$ cat src/rtl/scg_pkg.sv
// Shared constants, types and helpers of the Scharr 3x3 gradient core.
package scg_pkg;

	localparam int MAX_WIDTH  = 1024;
	localparam int MAX_HEIGHT = 1024;

	localparam int COL_W  = $clog2(MAX_WIDTH);
	localparam int ROW_W  = (MAX_HEIGHT > 1) ? $clog2(MAX_HEIGHT) : 1;
	localparam int DIM_W  = 11;
	localparam int EXT_W  = 14;
	localparam int PIX_W  = 8;
	localparam int LINE_W = 2 * PIX_W;
	localparam int DIFF_W = 9;
	localparam int GRAD_W = 13;

	localparam int C_SIDE   = 3;
	localparam int C_CENTRE = 10;

	localparam logic [DIM_W-1:0] RESET_WIDTH  = DIM_W'(640);
	localparam logic [DIM_W-1:0] RESET_HEIGHT = DIM_W'(480);

	typedef enum logic {
		REG_IMAGE_WIDTH  = 1'b0,
		REG_IMAGE_HEIGHT = 1'b1
	} cfg_reg_t;

	typedef enum logic {
		ACT_PIXEL = 1'b0,
		ACT_DRAIN = 1'b1
	} action_t;

	typedef struct packed {
		logic [EXT_W-1:0] width;
		logic [EXT_W-1:0] height;
	} dims_t;

	// vertical pass result handed from the front stage to the horizontal stage
	typedef struct packed {
		logic                     is_drain;
		logic                     has_res;
		logic                     col_first;
		logic                     col_second;
		logic                     last_col;
		logic                     drain_last;
		logic signed [GRAD_W-1:0] smooth;
		logic signed [DIFF_W-1:0] diff;
		logic signed [GRAD_W-1:0] drain_gx;
	} vert_t;

	// zero counts as one, anything above the maximum counts as the maximum
	function automatic logic [EXT_W-1:0] eff_dim(input logic [DIM_W-1:0] v, input int maxv);
		logic [EXT_W-1:0] ext;
		ext = EXT_W'(v);
		if (v == '0)
			eff_dim = EXT_W'(1);
		else if (ext > EXT_W'(maxv))
			eff_dim = EXT_W'(maxv);
		else
			eff_dim = ext;
	endfunction

endpackage

$ cat src/rtl/scg_back.sv
// Horizontal pass: vertical result windows, result sequencing and output register.
module scg_back (
	input  logic                              clk,
	input  logic                              arst_n,
	input  logic                              vt_valid,
	output logic                              vt_ready,
	input  scg_pkg::vert_t                    vt,
	output logic                              out_valid,
	input  logic                              out_ready,
	output logic signed [scg_pkg::GRAD_W-1:0] grad_x,
	output logic signed [scg_pkg::GRAD_W-1:0] grad_y,
	output logic                              end_of_row,
	output logic                              end_of_frame
);

	localparam int GRAD_W = scg_pkg::GRAD_W;
	localparam int DIFF_W = scg_pkg::DIFF_W;

	localparam logic signed [GRAD_W-1:0] K_SIDE   = GRAD_W'(scg_pkg::C_SIDE);
	localparam logic signed [GRAD_W-1:0] K_SIDE2  = GRAD_W'(2 * scg_pkg::C_SIDE);
	localparam logic signed [GRAD_W-1:0] K_CENTRE = GRAD_W'(scg_pkg::C_CENTRE);

	logic take, emit, out_free, s2_done, sel_last;
	logic [1:0] nres;

	logic valid_s2, drain_s2, has_s2, c0_s2, c1_s2, last_s2, dlast_s2;
	logic signed [GRAD_W-1:0] dgx_s2;
	logic second_q;

	logic signed [GRAD_W-1:0] sw0_q, sw1_q, sw2_q;
	logic signed [DIFF_W-1:0] dw0_q, dw1_q, dw2_q;

	logic signed [GRAD_W-1:0] d_left, d_mid, d_right, d_last;
	logic signed [GRAD_W-1:0] gx_norm, gy_norm, gy_last;
	logic signed [GRAD_W-1:0] gx_nxt, gy_nxt;
	logic eor_nxt, eof_nxt;

	logic out_valid_q, eor_q, eof_q;
	logic signed [GRAD_W-1:0] gx_q, gy_q;

	function automatic logic signed [GRAD_W-1:0] sx(input logic signed [DIFF_W-1:0] v);
		sx = $signed({{(GRAD_W-DIFF_W){v[DIFF_W-1]}}, v});
	endfunction

	assign out_free = !out_valid_q || out_ready;

	always_comb begin
		if (!valid_s2 || !has_s2)
			nres = 2'd0;
		else if (drain_s2)
			nres = 2'd1;
		else
			nres = 2'(!c0_s2) + 2'(last_s2);
	end

	assign emit     = valid_s2 && (nres != 2'd0) && out_free;
	assign s2_done  = !valid_s2 || (nres == 2'd0) ||
		(out_free && ((nres == 2'd1) || second_q));
	assign vt_ready = s2_done;
	assign take     = vt_valid && vt_ready;

	always_ff @(posedge clk or negedge arst_n) begin
		if (!arst_n) begin
			valid_s2 <= 1'b0;
			second_q <= 1'b0;
		end else begin
			if (vt_ready)
				valid_s2 <= vt_valid;
			if (emit)
				second_q <= (nres == 2'd2) && !second_q;
		end
	end

	always_ff @(posedge clk) begin
		if (take) begin
			drain_s2 <= vt.is_drain;
			has_s2   <= vt.has_res;
			c0_s2    <= vt.col_first;
			c1_s2    <= vt.col_second;
			last_s2  <= vt.last_col;
			dlast_s2 <= vt.drain_last;
			dgx_s2   <= vt.drain_gx;
			if (!vt.is_drain && vt.has_res) begin
				sw0_q <= sw1_q;
				sw1_q <= sw2_q;
				sw2_q <= vt.smooth;
				dw0_q <= dw1_q;
				dw1_q <= dw2_q;
				dw2_q <= vt.diff;
			end
		end
	end

	// on the second column the current column stands in for the missing left neighbour
	assign d_left  = c1_s2 ? sx(dw2_q) : sx(dw0_q);
	assign d_mid   = sx(dw1_q);
	assign d_right = sx(dw2_q);
	assign d_last  = c0_s2 ? sx(dw2_q) : sx(dw1_q);

	assign gx_norm = sw2_q - (c1_s2 ? sw2_q : sw0_q);
	assign gy_norm = K_SIDE * (d_left + d_right) + K_CENTRE * d_mid;
	assign gy_last = K_SIDE2 * d_last + K_CENTRE * d_right;

	assign sel_last = c0_s2 || second_q;

	always_comb begin
		if (drain_s2) begin
			gx_nxt  = dgx_s2;
			gy_nxt  = '0;
			eor_nxt = dlast_s2;
			eof_nxt = dlast_s2;
		end else if (sel_last) begin
			gx_nxt  = '0;
			gy_nxt  = gy_last;
			eor_nxt = 1'b1;
			eof_nxt = 1'b0;
		end else begin
			gx_nxt  = gx_norm;
			gy_nxt  = gy_norm;
			eor_nxt = 1'b0;
			eof_nxt = 1'b0;
		end
	end

	always_ff @(posedge clk or negedge arst_n) begin
		if (!arst_n)
			out_valid_q <= 1'b0;
		else if (emit)
			out_valid_q <= 1'b1;
		else if (out_ready)
			out_valid_q <= 1'b0;
	end

	always_ff @(posedge clk) begin
		if (emit) begin
			gx_q  <= gx_nxt;
			gy_q  <= gy_nxt;
			eor_q <= eor_nxt;
			eof_q <= eof_nxt;
		end
	end

	assign out_valid    = out_valid_q;
	assign grad_x       = gx_q;
	assign grad_y       = gy_q;
	assign end_of_row   = eor_q;
	assign end_of_frame = eof_q;

	a_second_pair: assert property (@(posedge clk) disable iff (!arst_n)
		second_q |-> valid_s2 && !drain_s2 && nres == 2'd2)
		else $error("second result pending on a word without two results");

	a_no_overwrite: assert property (@(posedge clk) disable iff (!arst_n)
		out_valid_q && !out_ready |-> !emit)
		else $error("held result overwritten");

	a_emit_shows: assert property (@(posedge clk) disable iff (!arst_n)
		emit |=> out_valid_q)
		else $error("emitted result not presented");

endmodule

$ cat config.mk
export PLATFORM = sky130hd
export DESIGN_NAME = scg_back
export DESIGN_NICKNAME = d
export VERILOG_FILES = /design/src/rtl/scg_pkg.sv /design/src/rtl/scg_back.sv
export SDC_FILE = /design/constraint.sdc
export NUM_CORES = 1
export LEC_CHECK = 0
export BUFFER_PORTS_ARGS = -buffer_cell sky130_fd_sc_hd__buf_2
export CORE_MARGIN = 4
export CORE_UTILIZATION = 55
export DETAILED_ROUTE_END_ITERATION = 12
export PLACE_DENSITY = 0.86
export SYNTH_ARGS = -nofsm -noshare
export SYNTH_HDL_FRONTEND = slang
export SYNTH_SLANG_ARGS = --single-unit
$ cat constraint.sdc
create_clock -name clk -period 10.4 [get_ports clk]
set_input_delay 0 -clock clk [delete_from_list [all_inputs] [get_ports clk]]
set_output_delay 0 -clock clk [all_outputs]
set_load 0.02 [all_outputs]
==> results.cfg, run 1 <==
[power]
p_int_mw = 1.18
p_switching_mw = 0.556
p_leak_nw = 4.08
seq_power_share_pct = 32.3
p_clk_share_pct = 35.0
vdd_drop_max_mv = 0.151
powerDensity_nw_per_um2 = 184
power_mw = 1.73
combPwrFrac_pct = 32.7
power.share.switching_pct = 32.1

[synthesis]
ys_warn_count = 0
syn_inst = 667
yosysMostFrequentCell = edfxtp_1
ys_top_cells_by_area = edfxtp_1 (44%), ha_1 (16%), fa_1 (4.4%)
yosys-top-cells-count = edfxtp_1 (113), ha_1 (101), inv_1 (69), a21oi_1 (38), nand2_1 (36)
yosys.area.top_type = edfxtp_1
ys_types = 63
synth_top_area_share_pct = 43.6
ys_ff_latch = 116
ys_async_sr_fraction_pct = 2.59
syn-num-nets = 830
synth_edf_count = 113
ys.flop_type = edfxtp_1
synth.avg_cell_area_um2 = 11.7
syn_area_um2 = 7770
ys_seq_area_share_pct = 44.6

[run]
drv_cap = 0

[place]
place.gp.congestion = 0.899
dp.cells = 914
post-place-ws_ps = 5130
port-buffer-count = 74
dp_hpwl_um = 12200

[sta]
hold_violations = 0
finalMaxSlewViolations = 0
finalSetupTns_ps = 0
finClkSkew_ps = 15.8
setup_violations = 0
final.period_utilization_pct = 52.1
tightest_slew_ps = 1250
max_slew_margin_pct = 16.0
finalWorstSetupSlack_ps = 4990
fin_crit_ps = 5410
max_freq_mhz = 185
rsz0062_at_grt = no

[layout]
area.growth.synth_to_final_pct = 21.2
diodes = 0
final_cells = 991
layout-drive-gt1-share_pct = 16.9
multi_input_area_um2 = 4010
fin_util_pct = 67.9
fill_cells = 954
seq_area_um2 = 3470
num-nets-final = 961

[floorplan]
dieHeight_um = 127
fp-row-count = 43
ios = 75
coreArea_um2 = 13900
start_util_pct = 56.0
die_w_um = 127
die_area_um2 = 16100

[min_path]
hp-class = in2reg
hold_path_startpoint = vt[34]

[grt]
grt_max_degree = 41
grt.total_usage_pct = 23.3
gr-total-overflow = 0
grt_pass1_wl_um = 29000
grt_pass1_vias = 5842
antenna_found_initial = 0

[routing]
num_vias = 5744
wl_per_cell_um = 18.3
wirelength_um = 18100
post-route-drc-count = 0
drtIter0Drc = 606
first_pass_iters = 5
vias_per_cell = 5.80
drtAntennaViolNets = 0

[setup_path]
path_delay_family = adder cells
end_kind = flop
critPathLaunch = c1_s2
cp-start-kind = flop
cp.required_ps = 10660
rr_startpoint = c1_s2
critPathArrivalTime_ps = 5680
reg2reg_to = grad_y[12]
critPathKind = reg2reg
cp_max_fo = 22
critPathBufInv = 3
cp_cell_sequence = buf_4 > mux2_2 > ha_1 > fa_1 > a21o_1 > a21oi_1 > o21bai_1 > a21oi_1 > a21oi_1 > xor2_1 > ha_1 > inv_1 > fa_1 > inv_1 > ha_1 > o21a_1 > o2bb2ai_1 > a31oi_1 > a31oi_1 > xnor3_1 > o22ai_1
slowest_stage = fa_1
reg2reg_slack_ps = 4990
reg2reg_depth = 21
cp_num_cells = 21
cpPeakStageDelay_ps = 540
crit_path_end = grad_y[12]

[clocking]
cts_made_buffers = 17
clock_path_buffers = 2
cts-root-buf = clkbuf_16
cts.reportedPaths.clkPinSlew_ps = 60
clk-insertion-delay-late_ps = 430
cts_sinks = 116
cts_tree = built
htreeDepth = 4

[status]
status = completed
## repair_timing
action,CTS,global route
hold endpoints to repair,46,0
hold buffers,45,0
buffers inserted,0,0
gates resized for setup,0,0
## cells in the final DEF, fill, tap and decap left out, drive strengths merged, types with 29 or more instances in the layout
cell / Yosys / final
inv: 69 / 71
nand2: 36 / 36
nor2: 31 / 31
dlygate4sd3: 0 / 45
ha: 101 / 101
buf: 6 / 78
edfxtp: 113 / 113
o21ai: 33 / 33
xnor2: 29 / 29
a21oi: 38 / 38
## stage by stage
step           instance area [µm²]  hold WS, ps
2_1_floorplan                 7770         -296
3_5_place_dp                  8370         -194
6_report                      9430          278
5_1_grt                       9430          294
3_3_place_gp                  8370         -194
4_1_cts                       9430          267
## how the worst min path moves through the flow
stage / end / slack (ps) / cells past startpoint
after global placement: valid_s2 / -190 / 1
after detailed placement: valid_s2 / -190 / 1
final: sw2_q[12] / 280 / 2
after CTS: sw2_q[12] / 270 / 2
after global routing: sw2_q[1] / 290 / 2
after floorplan: out_valid / -300 / 0
## power by group through the flow
stage | registers, mW | clock network (mW) | logic (mW)
global placement | 0.568 | 0 | 0.514
CTS | 0.560 | 0.609 | 0.557
global route | 0.562 | 0.635 | 0.624
floorplan | 0.579 | 0 | 0.399
detailed placement | 0.569 | 0 | 0.531
finish | 0.560 | 0.607 | 0.567
## registers in the layout, summed over array words and instances (netlist names), 9 cells and up
register and count:
sw1_q 13, dw2_q 9, grad_x 13, dgx_s2 13
dw0_q 9, grad_y 13, dw1_q 9, sw0_q 13
sw2_q 13
## final cells by class
| class | count | share of cell area, % |
|---|---|---|
| multi-input cells | 471 | 42.6 |
| flip-flops and latches | 116 | 36.8 |
| clock inverters | 12 | 1.62 |
| repair buffers | 123 | 9.03 |
| well taps | 180 | 2.39 |
| inverters | 69 | 2.75 |
| clock buffers | 20 | 4.84 |
## layer usage
metal	track usage, %	vias up	wire length (µm)
met4	13.9	0	1070
met1	29.4	2692	7370
met3	4.63	75	1280
met5	0	-	0
met2	37.2	258	8430
li1	-	2719	-
## logic make-up after synthesis
| group | share of synthesized area, % |
|---|---|
| compound gates | 12.9 |
| simple gates | 7.50 |
| fa+ha+maj | 20.6 |
| flops | 44.6 |
| buf+inv | 3.88 |
| xor+xnor | 6.32 |
| mux | 4.15 |
## worst reg2reg max path, cell delays in order (launching register included)
cell and delay, ps:
edfxtp_1 320, buf_4 330, mux2_2 410, ha_1 240
fa_1 460, a21o_1 190, a21oi_1 240, o21bai_1 90
a21oi_1 310, a21oi_1 200, xor2_1 180, ha_1 290
inv_1 50, fa_1 540, inv_1 50, ha_1 330
o21a_1 210, o2bb2ai_1 140, a31oi_1 80, a31oi_1 210
xnor3_1 230, o22ai_1 160
(Power assumes the default switching activity.)
==> inputs of run 2 (changes only) <==
--- a/config.mk
+++ b/config.mk
@@ -5,11 +5,12 @@
 export SDC_FILE = /design/constraint.sdc
 export NUM_CORES = 1
 export LEC_CHECK = 0
+export ABC_AREA = 1
 export BUFFER_PORTS_ARGS = -buffer_cell sky130_fd_sc_hd__buf_2
 export CORE_MARGIN = 4
 export CORE_UTILIZATION = 55
 export DETAILED_ROUTE_END_ITERATION = 12
-export PLACE_DENSITY = 0.86
+export PLACE_DENSITY = 0.89
 export SYNTH_ARGS = -nofsm -noshare
 export SYNTH_HDL_FRONTEND = slang
 export SYNTH_SLANG_ARGS = --single-unit
==> constraint.sdc (replaced) <==
create_clock -name clk -period 4.8 [get_ports clk]
set_input_delay 0 -clock clk [delete_from_list [all_inputs] [get_ports clk]]
set_output_delay 0 -clock clk [all_outputs]
set_load 0.02 [all_outputs]
==> results.cfg, run 2 <==
[routing]
first_pass_iters = 7
post-route-drc-count = 0
drtIter0Drc = 921
num_vias = 7041
wirelength_um = 21800
vias_per_cell = 5.77
drtAntennaViolNets = 0
wl_per_cell_um = 17.8

[power]
power.share.switching_pct = 36.4
seq_power_share_pct = 31.8
p_int_mw = 2.42
vdd_drop_max_mv = 0.381
powerDensity_nw_per_um2 = 387
p_switching_mw = 1.38
power_mw = 3.81
p_clk_share_pct = 31.8
p_leak_nw = 4.67
combPwrFrac_pct = 36.4

[sta]
max_freq_mhz = 219
hold_slack_ps = 281
finalMaxSlewViolations = 0
tightest_slew_ps = 1090
final.period_utilization_pct = 95.0
finalWorstSetupSlack_ps = 240
fin_crit_ps = 4560
max_slew_margin_pct = 27.1
finalSetupTns_ps = 0
setup_violations = 0
hold_violations = 0
finClkSkew_ps = 6.63

[setup_path]
reg2reg_to = grad_y[9]
critPathLaunch = c1_s2
critPathArrivalTime_ps = 4830
cp.required_ps = 5070
critPathKind = reg2reg
rr_startpoint = c1_s2
reg2reg_depth = 21
cp-start-kind = flop
end_kind = flop
cp_max_fo = 10
reg2reg_slack_ps = 240

[grt]
gr-total-overflow = 0
grt.total_usage_pct = 26.5
antenna_found_initial = 0
grt_pass1_vias = 6863
grt_pass1_wl_um = 34800
grt_max_degree = 40

[status]
status = completed

[clocking]
cts.reportedPaths.clkPinSlew_ps = 60
cts_made_buffers = 17
htreeDepth = 4
cts_sinks = 116
clk-insertion-delay-late_ps = 420
cts-root-buf = clkbuf_16
cts_tree = built
clock_path_buffers = 2

[run]
drv_cap = 0

[synthesis]
ys_seq_area_share_pct = 42.3
ys_types = 41
ys_ff_latch = 116
ys_async_sr_fraction_pct = 2.59
yosysMostFrequentCell = nand2_1
synth_edf_count = 113
synth_top_area_share_pct = 41.3
ys_warn_count = 0
yosys-top-cells-count = nand2_1 (215), inv_1 (138), edfxtp_1 (113), ha_1 (101), a21oi_1 (61)
ys_top_cells_by_area = edfxtp_1 (41%), ha_1 (15%), nand2_1 (9.8%)
yosys.area.top_type = edfxtp_1
ys.flop_type = edfxtp_1
syn-num-nets = 1051
syn_area_um2 = 8210
syn_inst = 888
synth.avg_cell_area_um2 = 9.24

[min_path]
min_path_cells = 2
hold_path_startpoint = vt[5]
hp-class = in2reg
min_to = dgx_s2[5]

[floorplan]
ios = 75
die_area_um2 = 16900
coreArea_um2 = 14600
dieHeight_um = 130
fp-row-count = 44
start_util_pct = 56.3
die_w_um = 130

[layout]
layout-drive-gt1-share_pct = 13.2
layout_common_cells = nand2_1 (215), inv_1 (137), edfxtp_1 (113)
area.growth.synth_to_final_pct = 19.8
final_cells = 1221
finalInstanceArea_um2 = 9830
fill_cells = 1022
final_common_cell = nand2_1
fin_util_pct = 67.4
diodes = 0
num-nets-final = 1187

[place]
port-buffer-count = 74
post-place-ws_ps = 375
place.gp.congestion = 0.927
dpl-instance-area_um2 = 8800
dp_hpwl_um = 14400
dp.cells = 1141
## run 2: cell count changes in the layout (fill, tap and decap cells not counted), moves of 9 or more
cell,delta
nand2_1,+179
inv_1,+68
mux2_2,-18
o21a_1,-9
xnor2_1,-12
o21ai_0,+19
a21oi_1,+23
nor2b_1,-11
nand3_1,+35
o21ai_1,-11
## run 2: final cells by class
cell class / instances / area [µm²] / share of cell area, %
Clock inverter: 14 / 128 / 1.30
Multi-Input combinational cell: 620 / 4150 / 42.2
Sequential cell: 116 / 3470 / 35.3
Timing Repair Buffer: 129 / 896 / 9.11
Clock buffer: 18 / 429 / 4.36
Inverter: 140 / 529 / 5.38
Tap cell: 184 / 230 / 2.34
## run 2: what timing repair did
action                                 4_1_cts  5_1_grt
hold buffers                                45        0
buffers inserted                             0        3
resized for setup                            0        1
endpoints found under the hold margin       52        0
setup endpoints to repair                    0        5
## run 2: critical path, stage by stage, from the launching register on
cell	delay [ps]
edfxtp_1	470
clkinvlp_4	250
nand2_1	120
nand2_1	60
ha_1	230
fa_1	420
nand3_1	100
nand2_1	120
a31oi_1	280
xnor2_1	120
ha_1	290
inv_1	50
fa_1	530
inv_1	40
ha_1	340
a21oi_1	160
o21ai_0	140
a21oi_1	250
o21ai_0	130
nand2_1	70
nand3_1	70
a21oi_1	160
## run 2: kinds of logic (layout without fill, tap and decap cells)
| group | after synthesis | after routing | synth area share, % |
|---|---|---|---|
| buffers and inverters | 152 | 301 | 7.26 |
| and+or+nand+nor | 314 | 314 | 15.8 |
| DFF | 116 | 116 | 42.3 |
| AOI/OAI and AO/OA | 138 | 138 | 9.68 |
| xor gates and xnor gates | 39 | 39 | 4.16 |
| adders and majority gates | 118 | 118 | 19.5 |
| muxes | 11 | 11 | 1.34 |
## run 2: worst max-delay path by stage
stage,depth (start not counted),to
3_3_place_gp,21,grad_y[10]
4_1_cts,21,grad_y[9]
2_1_floorplan,10,dw0_q[0]
3_5_place_dp,21,grad_y[9]
5_1_grt,23,grad_y[11]
6_report,21,grad_y[9]
## run 2: power by group through the flow
stage / Clock, mW / Combinational [mW] / Sequential, mW
floorplan: 0 / 0.979 / 1.25
global route: 1.26 / 1.56 / 1.21
CTS: 1.21 / 1.35 / 1.21
global placement: 0 / 1.27 / 1.23
finish: 1.21 / 1.39 / 1.21
detailed placement: 0 / 1.30 / 1.23
## run 2: per-layer routing
metal | global-route usage [%] | up-vias | share of wire, % | wire (µm)
met1 | 34.7 | 3224 | 39 | 8560
met4 | 10.8 | 0 | 4.0 | 866
met5 | 0 | - | 0 | 0
met3 | 5.61 | 94 | 9.9 | 2160
li1 | - | 3254 | - | -
met2 | 42.9 | 469 | 47 | 10200
